$ cat config.mk
export PLATFORM = sky130hd
export DESIGN_NAME = hog_acc_mac
export DESIGN_NICKNAME = d
export VERILOG_FILES = /design/src/hog_acc_pkg.sv /design/src/hog_acc_mac.sv
export SDC_FILE = /design/constraint.sdc
export NUM_CORES = 1
export LEC_CHECK = 0
export BUFFER_PORTS_ARGS = -buffer_cell sky130_fd_sc_hd__buf_4
export CORE_MARGIN = 3
export CORE_UTILIZATION = 65
export CTS_CLUSTER_DIAMETER = 200
export DETAILED_ROUTE_END_ITERATION = 8
export HOLD_SLACK_MARGIN = 0.08
export PLACE_DENSITY = 0.9
export SKIP_CTS_REPAIR_TIMING = 1
export SLEW_MARGIN = 20
export SYNTH_ARGS = -nofsm -noshare
export SYNTH_HDL_FRONTEND = slang
export SYNTH_SLANG_ARGS = --single-unit
$ cat constraint.sdc
create_clock -name aclk -period 15.4 [get_ports aclk]
set_input_delay 3.08 -clock aclk [delete_from_list [all_inputs] [get_ports aclk]]
set_output_delay 3.08 -clock aclk [all_outputs]
set_load 0.01 [all_outputs]
$ cat src/hog_acc_pkg.sv
// Shared types and constants for the HOG block histogram accumulator.
package hog_acc_pkg;

    localparam int HIST_DEPTH   = 128;
    localparam int BLOCK_PIXELS = 256;
    localparam int SLOTS        = 4;

    localparam int CMD_W     = 2;
    localparam int PIXEL_W   = 8;
    localparam int SLOT_W    = 2;
    localparam int WEIGHT_W  = 17;
    localparam int OFFSET_W  = 7;
    localparam int VOTE_W    = 11;
    localparam int CHAN_W    = 5;
    localparam int BIDX_W    = 7;
    localparam int BIN_VAL_W = 40;
    localparam int LEN_W     = 8;

    localparam int ENTRY_W = WEIGHT_W + OFFSET_W;
    localparam int BIN_W   = OFFSET_W + 1;
    localparam int PROD_W  = WEIGHT_W + VOTE_W;
    localparam int HIST_AW = (HIST_DEPTH > 1) ? $clog2(HIST_DEPTH) : 1;
    localparam int PIX_AW  = (BLOCK_PIXELS > 1) ? $clog2(BLOCK_PIXELS) : 1;
    localparam int WT_AW   = PIX_AW + SLOT_W;
    localparam int WT_DEPTH = BLOCK_PIXELS * SLOTS;

    localparam logic [LEN_W-1:0]     LEN_RESET = LEN_W'(128);
    localparam logic [SLOT_W-1:0]    LAST_SLOT = SLOT_W'(SLOTS - 1);
    localparam logic [BIN_VAL_W-1:0] BIN_MAX   = '1;

    typedef enum logic [CMD_W-1:0] {
        CMD_CLEAR = 2'd0,
        CMD_WRITE = 2'd1,
        CMD_ACCUM = 2'd2,
        CMD_READ  = 2'd3
    } cmd_t;

    typedef struct packed {
        cmd_t                 command;
        logic [PIXEL_W-1:0]   pixel_index;
        logic [SLOT_W-1:0]    slot;
        logic [WEIGHT_W-1:0]  weight;
        logic [OFFSET_W-1:0]  bin_offset;
        logic [VOTE_W-1:0]    vote_first;
        logic [CHAN_W-1:0]    chan_first;
        logic [VOTE_W-1:0]    vote_second;
        logic [CHAN_W-1:0]    chan_second;
        logic [BIDX_W-1:0]    bin_index;
    } in_t;

    typedef struct packed {
        logic [BIN_VAL_W-1:0] bin_value;
        logic                 index_dropped;
        logic                 saturated;
    } out_t;

    typedef enum logic [2:0] {
        ST_IDLE,
        ST_EXEC,
        ST_RD_DATA,
        ST_MUL,
        ST_ACC,
        ST_DONE
    } state_t;

    typedef struct packed {
        logic             rd_en;
        logic             wr_en;
        logic [WT_AW-1:0] addr;
    } wtab_cmd_t;

    typedef struct packed {
        logic               clear;
        logic               rd_en;
        logic               wr_en;
        logic [HIST_AW-1:0] addr;
    } hist_cmd_t;

endpackage

$ cat src/hog_acc_mac.sv
// Shared multiply-accumulate unit: registered weight*vote, saturating add onto a bin.
module hog_acc_mac (
    input  logic                                aclk,
    input  logic                                load,
    input  logic [hog_acc_pkg::WEIGHT_W-1:0]    weight,
    input  logic [hog_acc_pkg::VOTE_W-1:0]      vote,
    input  logic [hog_acc_pkg::BIN_VAL_W-1:0]   addend,
    output logic [hog_acc_pkg::BIN_VAL_W-1:0]   sum,
    output logic                                sat
);
    import hog_acc_pkg::*;

    logic [PROD_W-1:0]    prod_reg;
    logic [BIN_VAL_W:0]   wide_sum;

    always_ff @(posedge aclk) begin
        if (load) begin
            prod_reg <= PROD_W'(weight) * PROD_W'(vote);
        end
    end

    always_comb begin
        wide_sum = {1'b0, addend} + (BIN_VAL_W + 1)'(prod_reg);
        sat      = wide_sum[BIN_VAL_W];
        sum      = sat ? BIN_MAX : wide_sum[BIN_VAL_W-1:0];
    end

endmodule

## Word-level counts from Yosys, hierarchy flattened

Cells that the tools add are included.

- Mux-type cells: 1
- Multipliers: 1
- Add/sub/neg operators: 1

Operators with widths:

| operator | count |
|---|---|
| 40-bit by 28-bit adder with 41-bit output | 1 |
| 40-bit 2-to-1 mux | 1 |
| 17-bit by 11-bit multiplier with 28-bit output | 1 |

- Bits in registers: 28
- Bits of input ports: 70
- Logic and storage cells: 4

## Logic depth before layout (Yosys ltp)

- Word-level depth: 2
- Depth in mapped cells: 23

## Worst setup path before layout

OpenSTA, ideal clock, no wires.

- Path type: input port to output port
- From: in addend[0] (netlist name)
- To: out sum[1] (netlist name)
- Arrival: 5.613 ns
- Setup slack: 6.707 ns
- Data required time: 12.320 ns
- Cell stages on the path: 14
- Cell sequence: ha_1 -> inv_1 -> fa_1 -> and2b_1 -> o21a_2 -> o211ai_2 -> a21o_1 -> o31a_1 -> o21a_1 -> buf_6 -> or3_1 -> buf_6 -> buf_6 -> nand2_2

- Longest elaborated chain between the ends: 2

RTL lines:

| what | line | source |
|---|---|---|
| start: declaration | hog_acc_mac.sv:7 | `input logic [hog_acc_pkg::BIN_VAL_W-1:0] addend,` |
| 40-bit by 28-bit adder with 41-bit output | hog_acc_mac.sv:23 | `wide_sum = {1'b0, addend} + (BIN_VAL_W + 1)'(prod_reg);` |
| 40-bit 2-to-1 mux | hog_acc_mac.sv:25 | `sum = sat ? BIN_MAX : wide_sum[BIN_VAL_W-1:0];` |
| end: declaration | hog_acc_mac.sv:8 | `output logic [hog_acc_pkg::BIN_VAL_W-1:0] sum,` |

Every way passes these cells.

## Worst setup path in the final report

- From: in addend[0] (netlist name)
- To: out sum[2] (netlist name)

Same word-level chain as after synthesis.

==> flow_summary_export.csv <==
group,metric,value,unit
final_layout,layoutNonFillerInstCount,1278,
final_layout,largest_reg_flops,28,
synthesis,synthTopCellsByArea,"fa_1 30%, ha_1 13%, edfxtp_1 9.4%, inv_1 7.6%, and2_1 6.7%",
critical_path,crit_path_frequent_cell,"buf_4",
final_layout,fin_nets,1402,
timing,max_slew_margin,0.6730,
clocking,cts_inserted_buffers,3,
placement,place_inst,1274,
outcome,status,"finished, final reports clean",
synthesis,syn_area_per_cell,8.648,sq um
min_path,min-delay-start,"weight[0]",
global_route,track_usage,0.2846,
critical_path,cp.required,12320,ps
critical_path,startpoint_type,"input port",
critical_path,endpoint_kind,"output pin",
critical_path,cpPeakStageDelay,380,ps
timing,final-setup-viol-count,0,
timing,period_minus_slack,9229,ps
clocking,clk_path_buf_depth,2,
pwr,power_leakage,0.005056,uW
synthesis,synth_cell_types,61,
final_layout,area_growth,10.75,%
synthesis,ys_ff_latch,28,
clocking,cts_htree_levels,1,
routing,drt_wl_total,21300,um
synthesis,synth_flop_cell,"edfxtp_1",
timing,rsz0062_at_grt,"no",
critical_path,crit_fanout,32,
floorplan,io_pins,111,
timing,drv_slew,0,
routing,first_iter_violations,511,
floorplan,rows,42,
min_path,hold_depth,2,
final_layout,post-route-util,0.7390,
synthesis,synthMostInstantiatedCell,"inv_1",
final_layout,drive_gt1_frac,0.1425,
timing,fin_crit_sh,0.5993,
floorplan,die_area,15140,sq um
global_route,grt_pass1_vias,7542,
critical_path,path_cells,"buf_4 > ha_1 > inv_1 > fa_1 > and2b_1 > o21a_2 > o211ai_2 > a21o_1 > o31a_1 > o21a_1 > or3_1 > buf_4 > o21ai_0 > buf_4",
routing,vias,7459,
synthesis,mappedNetlistArea,8907,sq um
clocking,root_buffer,"clkbuf_16",
timing,final.setup.tns,0,ps
global_route,grt_max_degree,33,
clocking,clkSlewWorstSetupHoldPaths,60,ps
routing,route.detailed.drc,0,
synthesis,synth_top_cell_by_area,"fa_1",
synthesis,yosys-top-cells-count,"180 x inv_1, 135 x fa_1, 116 x nand2_1, 95 x and2_1, 94 x ha_1",
pwr,ir_worst_vdd,0.0001529,V
critical_path,crit_type,"in -> out",
routing,wl_per_cell,16.67,um
placement,port-buffer-count,110,
critical_path,cp_slowest_cell,"o31a_1",
critical_path,cp_top_family,"compound AO/OA/AOI/OAI gates",
synthesis,synth_edf_count,28,
critical_path,cp.arrival,6150,ps
clocking,cts_tree,"built",
critical_path,crit_buf_inv,4,
routing,antenna_left,0,
placement,gp_congestion,0.9575,
global_route,antenna_found_initial,0,
pwr,powerDensity,203.5,nW/um^2
pwr,finalPower,2007,uW
routing,vias_per_cell,5.836,
clocking,clock_sinks,28,
floorplan,fp.dieH,123.1,um
min_path,hp-class,"in -> reg",
timing,tightest_slew,489.6,ps
synthesis,synth-seq-area-share,0.09440,
synthesis,synth_top_cell_area_share,0.3034,
run,drv_cap,0,
min_path,hold-path-endpoint,"prod_reg[0]",
synthesis,synth_fp_nets,1329,
synthesis,netlist_instances,1030,
timing,fmax,108.4,MHz
floorplan,die_w,123.1,um
timing,finalHoldViolCount,0,
floorplan,start_util,0.6673,
global_route,gr-total-overflow,0,
floorplan,coreArea,13350,sq um
global_route,grt_pass1_wl,34750,um
routing,drt-pass1-iter-count,6,
synthesis,yosysWarnings,0,
placement,dp_hpwl,18370,um
synthesis,synthArstFlopShare,0,
final_layout,antenna_cells,0,
[cells in the final DEF (no fill, tap or decap), types with 10 or more instances in the layout]
master and instances:
inv_1 180, fa_1 135, nand2_1 116, buf_4 111, and2_1 95, ha_1 94, a21oi_1 43, a21o_1 30
edfxtp_1 28, o21ai_0 24, xnor2_1 23, nor2_1 21, nand2_2 19, xor2_1 18, o21a_1 13, nor3_1 12
a211oi_1 11, nand3_1 10
[cells by family after synthesis]
kind of cell,Yosys count,synth area share
compound gates,176,0.1356
flops,28,0.09440
buf+inv,224,0.09889
xor+xnor,41,0.04031
simple gates,328,0.1908
mux,4,0.004636
fa+ha+maj,229,0.4355
[metrics by stage]
stage / setup slack (ps) / instance area, sq um / hold WS, ps
6_report: 6171 / 9864 / 3223
4_1_cts: 6200 / 9864 / 3225
5_1_grt: 6019 / 9864 / 3222
2_1_floorplan: 6707 / 8907 / 3193
3_5_place_dp: 6204 / 9759 / 3489
3_3_place_gp: 6285 / 9759 / 3491
[how the worst max path moves through the flow]
stage	startpoint	end	slack [ps]	cells after the start
finish	addend[0]	sum[2]	6170	14
global route	addend[0]	sum[2]	6020	14
CTS	addend[0]	sum[2]	6200	14
detailed placement	addend[0]	sum[2]	6200	14
global placement	addend[0]	sum[2]	6280	14
floorplan	addend[0]	sum[1]	6710	14
[where the power goes]
part,internal [uW],switching [uW],leakage [uW]
combinational,770,962,0.00473
clock,51.7,23.5,0.0000511
sequential,183,16.6,0.000273
total,1000,1000,0.00506
[per-layer routing]
| layer | up-vias | share of wire | track usage |
|---|---|---|---|
| met3 | 51 | 0.067 | 0.02973 |
| met5 | - | 0 | 0 |
| met2 | 311 | 0.51 | 0.5094 |
| met1 | 3615 | 0.40 | 0.3701 |
| li1 | 3482 | - | - |
| met4 | 0 | 0.024 | 0.07612 |
[final cells by class]
| type | instances | area, sq um |
|---|---|---|
| Multi-Input combinational cell | 778 | 7186 |
| Fill cell | 991 | 3483 |
| Sequential cell | 28 | 840.8 |
| Timing Repair Buffer | 111 | 833.3 |
| Inverter | 181 | 679.4 |
| Tap cell | 176 | 220.2 |
| Clock buffer | 3 | 75.07 |
| Clock inverter | 1 | 30.03 |
(Power assumes the default switching activity.)
